`src/rtl/assert_macros.svh`:
```
// Assertion macros shared by the ranger RTL.
`ifndef ASSERT_MACROS_SVH
`define ASSERT_MACROS_SVH
`ifndef NO_ASSERTIONS
`define UER_ASSERT_IMPL(lbl, clk, rst, ante, cons) \
  lbl: assert property (@(posedge clk) disable iff (rst) (ante) |-> (cons)) \
    else $error("assertion failed");
`define UER_ASSERT_NEXT(lbl, clk, rst, ante, cons) \
  lbl: assert property (@(posedge clk) disable iff (rst) (ante) |=> (cons)) \
    else $error("assertion failed");
`else
`define UER_ASSERT_IMPL(lbl, clk, rst, ante, cons)
`define UER_ASSERT_NEXT(lbl, clk, rst, ante, cons)
`endif
`endif

```
`src/rtl/uer_pkg.sv`:
```
// Types and constants of the ultrasonic echo ranger.
package uer_pkg;

  localparam int SENSOR_COUNT = 4;
  localparam int LINE_W       = 4;
  localparam int SENSOR_W     = 2;
  localparam int COUNT_W      = 24;
  localparam int DIST_W       = 24;
  localparam int SCALE_W      = 32;
  localparam int FRAC_W       = 16;
  localparam int PROD_W       = COUNT_W + SCALE_W;
  localparam int CFG_IDX_W    = 3;

  localparam logic [CFG_IDX_W-1:0] CFG_TRIG_LOW    = 3'd0;
  localparam logic [CFG_IDX_W-1:0] CFG_TRIG_HIGH   = 3'd1;
  localparam logic [CFG_IDX_W-1:0] CFG_TIMEOUT     = 3'd2;
  localparam logic [CFG_IDX_W-1:0] CFG_RETRY_GAP   = 3'd3;
  localparam logic [CFG_IDX_W-1:0] CFG_MAX_RETRIES = 3'd4;
  localparam logic [CFG_IDX_W-1:0] CFG_SCALE       = 3'd5;
  localparam logic [CFG_IDX_W-1:0] CFG_FALLBACK    = 3'd6;

  typedef struct packed {
    logic [15:0]         trig_low_ticks;
    logic [15:0]         trig_high_ticks;
    logic [COUNT_W-1:0]  echo_limit;
    logic [15:0]         retry_gap_ticks;
    logic [7:0]          max_retries;
    logic [SCALE_W-1:0]  scale_q16;
    logic [DIST_W-1:0]   fallback_distance;
  } cfg_t;

  // One tick's outcome from the controller, before scaling.
  typedef struct packed {
    logic [LINE_W-1:0]  trig;
    logic               busy;
    logic               done;
    logic               status;
    logic [COUNT_W-1:0] width;
  } ctrl_res_t;

endpackage

```
`src/rtl/uer_ifs.sv`:
```
// Handshake channels of the ultrasonic echo ranger.
interface uer_tick_if;
  logic                            valid;
  logic                            ready;
  logic                            start_req;
  logic [uer_pkg::SENSOR_W-1:0]    sensor;
  logic [uer_pkg::LINE_W-1:0]      echo_lines;
  modport source(output valid, start_req, sensor, echo_lines, input ready);
  modport sink(input valid, start_req, sensor, echo_lines, output ready);
endinterface

interface uer_res_if;
  logic                          valid;
  logic                          ready;
  logic [uer_pkg::LINE_W-1:0]    trig_lines;
  logic                          busy_res;
  logic                          done_res;
  logic [uer_pkg::DIST_W-1:0]    distance_q8;
  logic                          status;
  modport source(output valid, trig_lines, busy_res, done_res, distance_q8, status,
                 input ready);
  modport sink(input valid, trig_lines, busy_res, done_res, distance_q8, status,
               output ready);
endinterface

interface uer_cfg_if;
  logic                            valid;
  logic                            ready;
  logic [uer_pkg::CFG_IDX_W-1:0]   index;
  logic [31:0]                     data;
  modport source(output valid, index, data, input ready);
  modport sink(input valid, index, data, output ready);
endinterface

```
`src/rtl/uer_ctrl.sv`:
```
// Ranging sequencer: trigger, echo rise and fall waits, retries and fallback.
`include "assert_macros.svh"
module uer_ctrl (
  input  logic                clk,
  input  logic                rst,
  input  uer_pkg::cfg_t       cfg,
  uer_tick_if.sink            tick,
  output logic                s1_valid,
  input  logic                s1_ready,
  output uer_pkg::ctrl_res_t  s1
);

  localparam logic [2:0] PH_IDLE = 3'd0;
  localparam logic [2:0] PH_LOW  = 3'd1;
  localparam logic [2:0] PH_HIGH = 3'd2;
  localparam logic [2:0] PH_RISE = 3'd3;
  localparam logic [2:0] PH_FALL = 3'd4;
  localparam logic [2:0] PH_GAP  = 3'd5;

  logic [2:0]                       phase, phase_next;
  logic [uer_pkg::COUNT_W-1:0]      tick_count, tick_count_next, tick_inc;
  logic [7:0]                       failed_attempts, failed_next, failed_inc;
  logic [uer_pkg::SENSOR_W-1:0]     chosen_sensor, chosen_next;
  logic                             adv, accept, level, exhausted;
  logic [2:0]                       low_entry;
  uer_pkg::ctrl_res_t               res_next;

  assign adv        = !s1_valid || s1_ready;
  assign tick.ready = adv;
  assign accept     = tick.valid && adv;

  assign level = (int'(chosen_sensor) < uer_pkg::SENSOR_COUNT)
                 && tick.echo_lines[chosen_sensor];
  assign tick_inc   = tick_count + uer_pkg::COUNT_W'(1);
  assign failed_inc = (failed_attempts == 8'hFF) ? failed_attempts : failed_attempts + 8'd1;
  assign exhausted  = failed_inc >= cfg.max_retries;
  assign low_entry  = (cfg.trig_low_ticks == 16'd0) ? PH_HIGH : PH_LOW;

  always_comb begin
    phase_next      = phase;
    tick_count_next = tick_count;
    failed_next     = failed_attempts;
    chosen_next     = chosen_sensor;
    res_next.done   = 1'b0;
    res_next.status = 1'b0;
    res_next.width  = tick_count;
    unique case (phase)
      PH_IDLE: begin
        if (tick.start_req) begin
          chosen_next     = tick.sensor;
          failed_next     = 8'd0;
          tick_count_next = '0;
          if (cfg.max_retries == 8'd0) begin
            res_next.done   = 1'b1;
            res_next.status = 1'b1;
          end else begin
            phase_next = low_entry;
          end
        end
      end
      PH_LOW: begin
        tick_count_next = tick_inc;
        if (tick_inc >= {8'd0, cfg.trig_low_ticks}) begin
          phase_next      = PH_HIGH;
          tick_count_next = '0;
        end
      end
      PH_HIGH: begin
        tick_count_next = tick_inc;
        if (tick_inc >= {8'd0, cfg.trig_high_ticks}) begin
          phase_next      = PH_RISE;
          tick_count_next = '0;
        end
      end
      PH_RISE, PH_FALL: begin
        if (level == (phase == PH_RISE)) begin
          if (phase == PH_RISE) begin
            // echo has risen: start timing the pulse
            phase_next      = PH_FALL;
            tick_count_next = uer_pkg::COUNT_W'(1);
          end else begin
            phase_next      = PH_IDLE;
            tick_count_next = '0;
            res_next.done   = 1'b1;
          end
        end else if (tick_count >= cfg.echo_limit) begin
          tick_count_next = '0;
          if (cfg.retry_gap_ticks == 16'd0) begin
            // no gap: count the failure now
            failed_next = failed_inc;
            if (exhausted) begin
              phase_next      = PH_IDLE;
              res_next.done   = 1'b1;
              res_next.status = 1'b1;
            end else begin
              phase_next = low_entry;
            end
          end else begin
            phase_next = PH_GAP;
          end
        end else begin
          tick_count_next = tick_inc;
        end
      end
      PH_GAP: begin
        tick_count_next = tick_inc;
        if (tick_inc >= {8'd0, cfg.retry_gap_ticks}) begin
          failed_next     = failed_inc;
          tick_count_next = '0;
          if (exhausted) begin
            phase_next      = PH_IDLE;
            res_next.done   = 1'b1;
            res_next.status = 1'b1;
          end else begin
            phase_next = low_entry;
          end
        end
      end
      default: begin
        phase_next      = PH_IDLE;
        tick_count_next = '0;
      end
    endcase
    res_next.busy = phase_next != PH_IDLE;
    res_next.trig = (phase_next == PH_HIGH && int'(chosen_next) < uer_pkg::SENSOR_COUNT)
                    ? uer_pkg::LINE_W'(1) << chosen_next : '0;
  end

  always_ff @(posedge clk) begin
    if (rst) begin
      phase           <= PH_IDLE;
      tick_count      <= '0;
      failed_attempts <= '0;
      chosen_sensor   <= '0;
      s1_valid        <= 1'b0;
    end else begin
      if (accept) begin
        phase           <= phase_next;
        tick_count      <= tick_count_next;
        failed_attempts <= failed_next;
        chosen_sensor   <= chosen_next;
      end
      if (adv) begin
        s1_valid <= tick.valid;
      end
    end
  end

  always_ff @(posedge clk) begin
    if (accept) begin
      s1 <= res_next;
    end
  end

  `UER_ASSERT_IMPL(a_done_not_busy, clk, rst, s1_valid && s1.done, !s1.busy)
  `UER_ASSERT_IMPL(a_trig_onehot, clk, rst, s1_valid, $onehot0(s1.trig))
  `UER_ASSERT_IMPL(a_idle_count_clear, clk, rst, phase == PH_IDLE, tick_count == '0)

endmodule

```
`src/rtl/uer_scale.sv`:
```
// Echo width to Q8 distance: multiply, saturate and drive the result channel.
`include "assert_macros.svh"
module uer_scale (
  input  logic                          clk,
  input  logic                          rst,
  input  logic [uer_pkg::SCALE_W-1:0]   scale_q16,
  input  logic [uer_pkg::DIST_W-1:0]    fallback_distance,
  input  logic                          s1_valid,
  output logic                          s1_ready,
  input  uer_pkg::ctrl_res_t            s1,
  uer_res_if.source                     res
);

  logic                          v2, v3, r2, r3;
  logic [uer_pkg::LINE_W-1:0]    trig2;
  logic                          busy2, done2, status2;
  logic [uer_pkg::PROD_W-1:0]    prod2;
  logic [uer_pkg::DIST_W-1:0]    sat_dist, dist_next;

  assign r3       = !v3 || res.ready;
  assign r2       = !v2 || r3;
  assign s1_ready = r2;

  // clamp anything above the 24-bit range
  assign sat_dist = (|prod2[uer_pkg::PROD_W-1:uer_pkg::FRAC_W+uer_pkg::DIST_W])
                    ? '1 : prod2[uer_pkg::FRAC_W+uer_pkg::DIST_W-1:uer_pkg::FRAC_W];
  assign dist_next = !done2 ? '0 : (status2 ? fallback_distance : sat_dist);

  always_ff @(posedge clk) begin
    if (rst) begin
      v2 <= 1'b0;
      v3 <= 1'b0;
    end else begin
      if (r2) begin
        v2 <= s1_valid;
      end
      if (r3) begin
        v3 <= v2;
      end
    end
  end

  always_ff @(posedge clk) begin
    if (r2 && s1_valid) begin
      trig2   <= s1.trig;
      busy2   <= s1.busy;
      done2   <= s1.done;
      status2 <= s1.status;
      prod2   <= uer_pkg::PROD_W'(s1.width) * uer_pkg::PROD_W'(scale_q16);
    end
    if (r3 && v2) begin
      res.trig_lines  <= trig2;
      res.busy_res    <= busy2;
      res.done_res    <= done2;
      res.status      <= done2 && status2;
      res.distance_q8 <= dist_next;
    end
  end

  assign res.valid = v3;

  `UER_ASSERT_IMPL(a_quiet_when_not_done, clk, rst, v3 && !res.done_res, res.distance_q8 == '0 && !res.status)
  `UER_ASSERT_IMPL(a_done_is_idle, clk, rst, v3 && res.done_res, !res.busy_res && res.trig_lines == '0)
  `UER_ASSERT_NEXT(a_stage_advance, clk, rst, v2 && r3, v3)

endmodule

```
`src/rtl/ultrasonic_echo_ranger.sv`:
```
// Ultrasonic echo ranger: one input word is one timer tick carrying a start request, a sensor
// number and the four sampled echo lines; every accepted tick yields exactly one result word
// with the trigger levels, busy, done, distance and status after that tick. A tick is taken
// every clock cycle unless a stalled result holds the input; its result word passes the
// sequencer register, the 24x32 width-times-scale multiplier register and the result
// register before it is presented on res. A stalled result holds those registers and, once
// they are full, the tick input.
// Registers are written through the cfg channel (always ready) at indexes 0..6: trigger low
// ticks, trigger high ticks, timeout, retry gap, max retries, Q16 scale, fallback distance;
// other indexes are ignored. Write them only while no measurement or result is in flight.
module ultrasonic_echo_ranger (
  input  logic       clk,
  input  logic       rst,
  uer_tick_if.sink   tick,
  uer_res_if.source  res,
  uer_cfg_if.sink    cfg
);

  uer_pkg::cfg_t       regs;
  uer_pkg::ctrl_res_t  s1;
  logic                s1_valid, s1_ready;

  assign cfg.ready = 1'b1;

  always_ff @(posedge clk) begin
    if (rst) begin
      regs.trig_low_ticks    <= 16'd80;
      regs.trig_high_ticks   <= 16'd400;
      regs.echo_limit        <= 24'd1000000;
      regs.retry_gap_ticks   <= 16'd4000;
      regs.max_retries       <= 8'd3;
      regs.scale_q16         <= 32'd0;
      regs.fallback_distance <= 24'd25600;
    end else if (cfg.valid) begin
      unique case (cfg.index)
        uer_pkg::CFG_TRIG_LOW:    regs.trig_low_ticks    <= cfg.data[15:0];
        uer_pkg::CFG_TRIG_HIGH:   regs.trig_high_ticks   <= cfg.data[15:0];
        uer_pkg::CFG_TIMEOUT:     regs.echo_limit        <= cfg.data[23:0];
        uer_pkg::CFG_RETRY_GAP:   regs.retry_gap_ticks   <= cfg.data[15:0];
        uer_pkg::CFG_MAX_RETRIES: regs.max_retries       <= cfg.data[7:0];
        uer_pkg::CFG_SCALE:       regs.scale_q16         <= cfg.data;
        uer_pkg::CFG_FALLBACK:    regs.fallback_distance <= cfg.data[23:0];
        default: begin
          // drop writes to unused indexes
        end
      endcase
    end
  end

  uer_ctrl u_ctrl (
    .clk      (clk),
    .rst      (rst),
    .cfg      (regs),
    .tick     (tick),
    .s1_valid (s1_valid),
    .s1_ready (s1_ready),
    .s1       (s1)
  );

  uer_scale u_scale (
    .clk               (clk),
    .rst               (rst),
    .scale_q16         (regs.scale_q16),
    .fallback_distance (regs.fallback_distance),
    .s1_valid          (s1_valid),
    .s1_ready          (s1_ready),
    .s1                (s1),
    .res               (res)
  );

endmodule
```
`src/flat_wrapper.sv`:
```
// flat-port wrapper written by rule: the top's interface ports become plain ports
module ultrasonic_echo_ranger_flat 
  (clk, rst, tick_valid, tick_start_req, tick_sensor, tick_echo_lines, tick_ready, res_valid, res_trig_lines, res_busy_res, res_done_res, res_distance_q8, res_status, res_ready, cfg_valid, cfg_index, cfg_data, cfg_ready);
  uer_tick_if tick_i ();
  uer_res_if res_i ();
  uer_cfg_if cfg_i ();
  input  logic clk;
  input  logic rst;
  input wire logic [$bits(tick_i.valid)-1:0] tick_valid;
  input wire logic [$bits(tick_i.start_req)-1:0] tick_start_req;
  input wire logic [$bits(tick_i.sensor)-1:0] tick_sensor;
  input wire logic [$bits(tick_i.echo_lines)-1:0] tick_echo_lines;
  output wire logic [$bits(tick_i.ready)-1:0] tick_ready;
  output wire logic [$bits(res_i.valid)-1:0] res_valid;
  output wire logic [$bits(res_i.trig_lines)-1:0] res_trig_lines;
  output wire logic [$bits(res_i.busy_res)-1:0] res_busy_res;
  output wire logic [$bits(res_i.done_res)-1:0] res_done_res;
  output wire logic [$bits(res_i.distance_q8)-1:0] res_distance_q8;
  output wire logic [$bits(res_i.status)-1:0] res_status;
  input wire logic [$bits(res_i.ready)-1:0] res_ready;
  input wire logic [$bits(cfg_i.valid)-1:0] cfg_valid;
  input wire logic [$bits(cfg_i.index)-1:0] cfg_index;
  input wire logic [$bits(cfg_i.data)-1:0] cfg_data;
  output wire logic [$bits(cfg_i.ready)-1:0] cfg_ready;
  assign tick_i.valid = tick_valid;
  assign tick_i.start_req = tick_start_req;
  assign tick_i.sensor = tick_sensor;
  assign tick_i.echo_lines = tick_echo_lines;
  assign tick_ready = tick_i.ready;
  assign res_valid = res_i.valid;
  assign res_trig_lines = res_i.trig_lines;
  assign res_busy_res = res_i.busy_res;
  assign res_done_res = res_i.done_res;
  assign res_distance_q8 = res_i.distance_q8;
  assign res_status = res_i.status;
  assign res_i.ready = res_ready;
  assign cfg_i.valid = cfg_valid;
  assign cfg_i.index = cfg_index;
  assign cfg_i.data = cfg_data;
  assign cfg_ready = cfg_i.ready;
  ultrasonic_echo_ranger u_core (.clk(clk), .rst(rst), .tick(tick_i), .res(res_i), .cfg(cfg_i));
endmodule
```
`config.mk`:
```
export PLATFORM = sky130hd
export DESIGN_NAME = ultrasonic_echo_ranger_flat
export DESIGN_NICKNAME = d
export VERILOG_FILES = /design/src/rtl/uer_pkg.sv /design/src/rtl/uer_ifs.sv /design/src/rtl/uer_ctrl.sv /design/src/rtl/uer_scale.sv /design/src/rtl/ultrasonic_echo_ranger.sv /design/src/flat_wrapper.sv
export VERILOG_INCLUDE_DIRS = /design/src /design/src/rtl
export SDC_FILE = /design/constraint.sdc
export NUM_CORES = 2
export LEC_CHECK = 0
export ABC_AREA = 1
export BUFFER_PORTS_ARGS = -buffer_cell sky130_fd_sc_hd__buf_4
export CAP_MARGIN = 20
export CORE_AREA = 2 2 371 373
export DETAILED_ROUTE_END_ITERATION = 10
export DIE_AREA = 0 0 373 375
export PLACE_DENSITY_LB_ADDON = 0.3
export RECOVER_POWER = 50
export SLEW_MARGIN = 15
export SYNTH_ARGS = -nofsm -noshare
export SYNTH_HDL_FRONTEND = slang
export SYNTH_HIERARCHICAL = 1
export SYNTH_SLANG_ARGS = --single-unit
```
`constraint.sdc`:
```
create_clock -name clk -period 10.45 [get_ports clk]
set_input_delay 1.045 -clock clk [delete_from_list [all_inputs] [get_ports clk]]
set_output_delay 1.045 -clock clk [all_outputs]
set_load 0.01 [all_outputs]
```
Word level (Yosys, flattened, before mapping)
Index checks and enable logic that the tools add are counted.

cells by class
  $add $sub $neg = 2
  multipliers = 1
  order comparisons = 6
  equal/unequal tests = 19
  shift operators = 1
  multiplexer cells = 43
  reduce and logical (&&, ||, !) cells = 28

operator list
  operator                                              count
  two-way mux 24 bit                                    8
  one-hot mux 24 bit (5 select lines)                   1
  greater-or-equal comparator 24 x 16 -> 1 bit          3
  multiplier 24 x 32 -> 56 bit                          1
  two-way mux 8 bit                                     6
  logical NOT 16 bit                                    2
  two-way mux 3 bit                                     9
  adder 24 x 1 -> 24 bit (second input constant)        1
  greater-or-equal comparator 24 bit                    1
  one-hot mux 8 bit (3 select lines)                    1
  two-way mux 2 bit                                     10
  AND reduction 2 bit                                   8
  OR reduction 16 bit                                   1
  equality test 3 x 2 -> 1 bit (second input constant)  5
  equality test 3 bit (second input constant)           5
  one-hot mux 3 bit (5 select lines)                    1
  inequality test 2 bit (second input constant)         5
  adder 8 x 1 -> 8 bit (second input constant)          1
  equality test 8 bit (second input constant)           1
  greater-or-equal comparator 8 bit                     1
  logical NOT 8 bit                                     1
  AND reduction 7 bit                                   1
  equality test 3 x 1 -> 1 bit (second input constant)  2
  logical NOT 3 bit                                     2
  other kinds (11)                                      23

word-level totals
  register bits after elaboration = 301
  bits of input ports = 47
  output and inout port bits = 34
  word-level logic and storage cells = 129

Logic depth before layout (Yosys ltp)
  depth after elaboration = 9
  gate-level depth with buffers = 29
  depth with buffers taken out = 28

Modules after synthesis
The synthesis kept the hierarchy.

by module, submodules not included
  module                  instances  cells each  area each (um^2)  seq. area each (um^2)
  uer_scale               1          3722        28846.4           2382.3
  uer_ctrl                1          895         6188.4            1691.6
  ultrasonic_echo_ranger  1          768         5408.9            2722.6

Worst setup path before layout
Ideal clock, no wire load.

  kind = reg-to-reg
  from = register, netlist name u_core/regs[46]
  to = register u_core/u_scale/prod2[44] (netlist bit), data pin
  library setup time = 0.252 ns
  arrival = 5.644 ns
  data required time = 10.198 ns
  path slack = 4.554 ns
  stages on the path, launching flop included = 25
  buffers on the path = 1
  clock period less this slack = 5.896 ns
  cell sequence = dfxtp_1 -> clkbuf_1 -> nand2_1 -> fa_1 -> inv_1 -> fa_1 -> inv_1 -> fa_1 -> fa_1 -> inv_1 -> fa_1 -> fa_1 -> inv_1 -> fa_1 -> inv_1 -> ha_1 -> nand2_1 -> nor2_1 -> inv_2 -> nor2_2 -> inv_2 -> nor3_1 -> nand3_1 -> nand3_1 -> nand2_1

between the ends
  cells in the longest elaborated chain, start to end = 1

RTL lines
  what                          RTL line         text
  multiplier 24 x 32 -> 56 bit  uer_scale.sv:49  prod2 <= uer_pkg::PROD_W'(s1.width) * uer_pkg::PROD_W'(scale_q16);
  end signal, assigned          uer_scale.sv:49
  end, declared                 uer_scale.sv:17  logic [uer_pkg::PROD_W-1:0] prod2;

No other way between the ends.
A chain may end at the register's enable or synchronous reset.

Final worst setup path
  from = register, netlist name u_core/u_ctrl/s1[5]
  to = register u_core/u_scale/prod2[29] (netlist bit), data pin

between the ends
  cells in the longest elaborated chain, start to end = 1

RTL lines
  what                          RTL line
  multiplier 24 x 32 -> 56 bit  uer_scale.sv:49

No other way between the ends.

==> summary.md <==
| Metric | Value |
|---|---|
| Static Leakage | 0.02392 uW |
| # diodes | 0 |
| Worst Clk Skew | 20.88 ps |
| Slowest stage delay, CP | around 570 ps |
| Placed inst area | 0.04293 mm^2 |
| CTS max path bufs | 3 |
| Family with the most delay on the worst path | adder cells |
| Core region area | 0.1363 mm^2 |
| Clk root buf | clkbuf_16 |
| Internal Power | around 2400 uW |
| Chip Height | 375 um |
| Reg clk slew, reported paths | ~60 ps |
| GRT Overall Usage | 0.1832 |
| Critical path depth | 21 |
| FF+latch area | just under 0.007 mm^2 |
| Combinational power share | 0.312 |
| Post-CTS setup buffer count | 0 |
| Yosys reg bits | about 290 |
| First-pass GRT wire length | approximately 200000 um |
| Switching Fraction | 0.3654 |
| Routability cong. | around 0.95 |
| DR vias/cell | 4.577 |
| Starting density of the core | 0.2967 |
| # H-tree levels | 2 |
| Slew Limit Fails | around 130 |
| Nets | around 6300 |
| Horiz. Die Dim | between 300 and 400 um |
| IO Pins | between 80 and 90 |
| DRT Pass-1 Iters | 6 |
| Power per Cell Area | approximately 86 mW/mm^2 |
| Crit path cell chain | buf_4, nand2_1, fa_1, inv_1, fa_1, inv_1, fa_1, fa_1, inv_1, fa_1, fa_1, inv_1, fa_1, inv_1, ha_1, a21oi_1, o21ai_0, a21oi_1, nand3_1, a21oi_1, xnor2_1 |
| Fmax | between 100 and 150 MHz |
| Mapped Cells | around 5400 |
| WS Path Type | reg -> reg |
| Crit-path slowest cell | edfxtp_1 |
| Max FO, Critical Path | 23 |
| Slew @ Worst Pin | around 3200 ps |
| EDFF count, synth | between 100 and 150 |
| Clock sinks | approximately 290 |
| IO Port Bufs | a little under 80 |
| Max VDD drop | ~0.11 mV |
| Std cell rows | between 100 and 150 |
| Final WS setup | ~3200 ps |
| Synth-to-Final Area Change | 8.863% |
| Vias in the first global route | between 30000 and 40000 |
| Total Routed Length | between 100000 and 150000 um |
| WL/cell | approximately 18 um |
| Failing checks | max-capacitance violations, max-slew violations |
| Type of the tightest min-delay check | reg -> reg |
| Initial DRC count | ~2100 |
| Residual DRC | 0 |
| Syn_nets | about 6300 |
| Critical Path RT | between 10000 and 15000 ps |
| Area of the mapped netlist | a little over 0.04 mm^2 |
| R2R depth | 21 |
| Final-report setup violation count | 0 |
| Multi-input logic area | approximately 0.027 mm^2 |
| Filler Cell Count | ~15000 |
| Max-Cap Viols | 3 |
| Most frequent CP cell | fa_1 |
| Resized cells post-CTS | 0 |
| Largest net degree at the start of global routing | 96 |
| TNS Setup | 0 ps |
| Slew HR | -1.150 |
| DP HPWL | 99260 um |
| CTS tree | yes |
| Crit path buffers/inverters | 6 |
| Register share of total power | 0.338 |
| Via count | 32880 |
| Arr. time, crit path | about 7500 ps |
| Layout cell share with drive strength beyond 1 | 0.05565 |
| Die area | about 0.14 mm^2 |
| Yosys cell types | 48 |
| Gr ovfl total | 0 |
| Min Tclk post-route | a little over 7000 ps |
| Crit. End Element | flop |
| Antenna viol nets, final | 0 |
| Predominant post-synthesis flop cell | dfxtp_1 |
| Skew-Pair Late Insertion Delay | ~560 ps |
| RSZ-0062 raised after global routing | false |
| Status | complete, but fails checks |
| Register area share after synthesis | 0.1680 |
| Pre-CTS setup slack | between 3000 and 4000 ps |
| Yosys warnings | 6 |
| CTS Buf Count | 34 |
| Post-synth ARST share | 0 |
| Syn Area/Cell | approximately 7.5 um^2 |
| Clk network pwr share | 0.350 |
| Hold path cells | 0 |
| CTS Hold Bufs | 0 |
| Final Hold Viols | 0 |
| Tcrit/Tclk final | 0.6944 |
| Initial antenna violation count | 3 |
| Critical Path Start Type | flop |
| Layout Cell Area excl Fill | roughly 0.044 mm^2 |
| Sw power | ~1400 uW |
final timing paths:
kind | from | endpoint | slack [ps]
max | u_core/u_ctrl/s1[5] | u_core/u_scale/prod2[29] | 3190
min | u_core/u_ctrl/s1[27] | u_core/u_scale/trig2[0] | 430
max reg2reg | u_core/u_ctrl/s1[5] | u_core/u_scale/prod2[29] | 3190
min reg2reg | u_core/u_ctrl/s1[27] | u_core/u_scale/trig2[0] | 430
power groups by stage:
| stage | Combinational, uW | Clock [uW] | Sequential [uW] |
|---|---|---|---|
| after CTS | 1180 | 1360 | 1270 |
| after global routing | 1310 | 1390 | 1280 |
| after detailed placement | 1160 | 0 | 1290 |
| after floorplan | 747 | 0 | 1280 |
| final | 1170 | 1320 | 1270 |
| after global placement | 1170 | 0 | 1300 |
state kept, by name, summed over array words and instances, names as in the netlist, 2 cells and up:
| signal | flops |
|---|---|
| u_core/u_scale/prod2 | 40 |
| u_core/u_ctrl/s1 | 31 |
| u_core/u_scale/trig2 | 4 |
| u_core/u_scale/res.trig_lines | 4 |
| u_core/u_ctrl/phase | 3 |
| u_core/u_ctrl/chosen_sensor | 2 |
| u_core/regs | 136 |
| u_core/u_scale/res.distance_q8 | 24 |
| u_core/u_ctrl/failed_attempts | 8 |
| u_core/u_ctrl/tick_count | 24 |
cell type report:
type,count,share of cell area
inverter,1418,0.1209
timing repair buffer,149,0.02305
sequential,285,0.1544
clock buffer,42,0.02069
multi-input combinational,3478,0.6235
clock inverter,19,0.006479
tap,1794,0.05098
worst register-to-register path, cell delays in order (launching register included):
cell	delay, ps
edfxtp_1	570
buf_4	380
nand2_1	150
fa_1	500
inv_1	50
fa_1	480
inv_1	60
fa_1	510
fa_1	520
inv_1	50
fa_1	510
fa_1	500
inv_1	60
fa_1	500
inv_1	50
ha_1	400
a21oi_1	270
o21ai_0	180
a21oi_1	280
nand3_1	280
a21oi_1	380
xnor2_1	320
Yosys cell counts (5+ instances only):
library cell | number | area [um^2]
xor2_1 | 24 | 210.2
a21oi_1 | 130 | 650.6
fa_1 | 657 | 13150
buf_2 | 22 | 110.1
edfxtp_1 | 109 | 3273
nand4_1 | 28 | 175.2
nand2_2 | 38 | 237.7
nor4_1 | 11 | 68.82
clkbuf_1 | 154 | 578.1
o21ai_0 | 76 | 380.4
nor2_1 | 475 | 1783
nand2_1 | 1406 | 5278
inv_1 | 1386 | 5202
ha_1 | 260 | 3253
nand3_1 | 222 | 1111
nor2_2 | 15 | 93.84
o21bai_1 | 10 | 75.07
a21oi_2 | 21 | 183.9
buf_1 | 11 | 41.29
nor3_1 | 21 | 105.1
o21ai_1 | 18 | 90.09
buf_4 | 14 | 105.1
o21a_1 | 5 | 37.54
xnor2_1 | 17 | 148.9
dfxtp_1 | 176 | 3523
inv_2 | 29 | 108.9
nor2_4 | 12 | 135.1
metal layers:
layer  global-route usage  up-vias  share of wire
li1                     -    15570              -
met1               0.2508    16240           0.45
met2               0.3048      903           0.46
met3              0.02082      172          0.056
met4              0.05200        4          0.031
met5                    0        -        0.00024
through the flow:
step | std cells | util | hold WS [ps] | total power (uW)
floorplan | 5385 | - | 400.3 | 2025
global placement | 7122 | 0.3150 | 407.7 | 2467
detailed placement | 7122 | 0.3150 | 411.6 | 2459
CTS | 7183 | 0.3238 | 430.6 | 3812
global route | 7185 | 0.3230 | 435.9 | 3982
finish | 7185 | 0.3230 | 433.2 | 3766
logic make-up after synthesis:
kind of cell / Yosys count / share of synthesized area
simple gates: 2242 / 0.2255
buf+inv: 1622 / 0.1535
fa+ha+maj: 917 / 0.4056
flops: 285 / 0.1680
compound gates: 277 / 0.03830
xor+xnor: 41 / 0.008879
other cells: 1 / 0.00009272
layout by cell type (no fill, tap or decap), drive strengths merged, types with 3 or more instances in the layout:
| cell | instances |
|---|---|
| nand2 | 1446 |
| inv | 1415 |
| fa | 657 |
| nor2 | 502 |
| ha | 260 |
| nand3 | 225 |
| dfxtp | 176 |
| a21oi | 151 |
| buf | 115 |
| edfxtp | 109 |
| o21ai | 94 |
| clkbuf | 76 |
| nand4 | 29 |
| xor2 | 24 |
| nor3 | 22 |
| xnor2 | 17 |
| nor4 | 11 |
| clkinv | 11 |
| o21bai | 10 |
| bufinv | 6 |
| o21a | 5 |
| clkinvlp | 5 |
| a21boi | 3 |
| nand3b | 3 |
| a21o | 3 |
| o31ai | 3 |
Power figures use the tool's default switching activity.
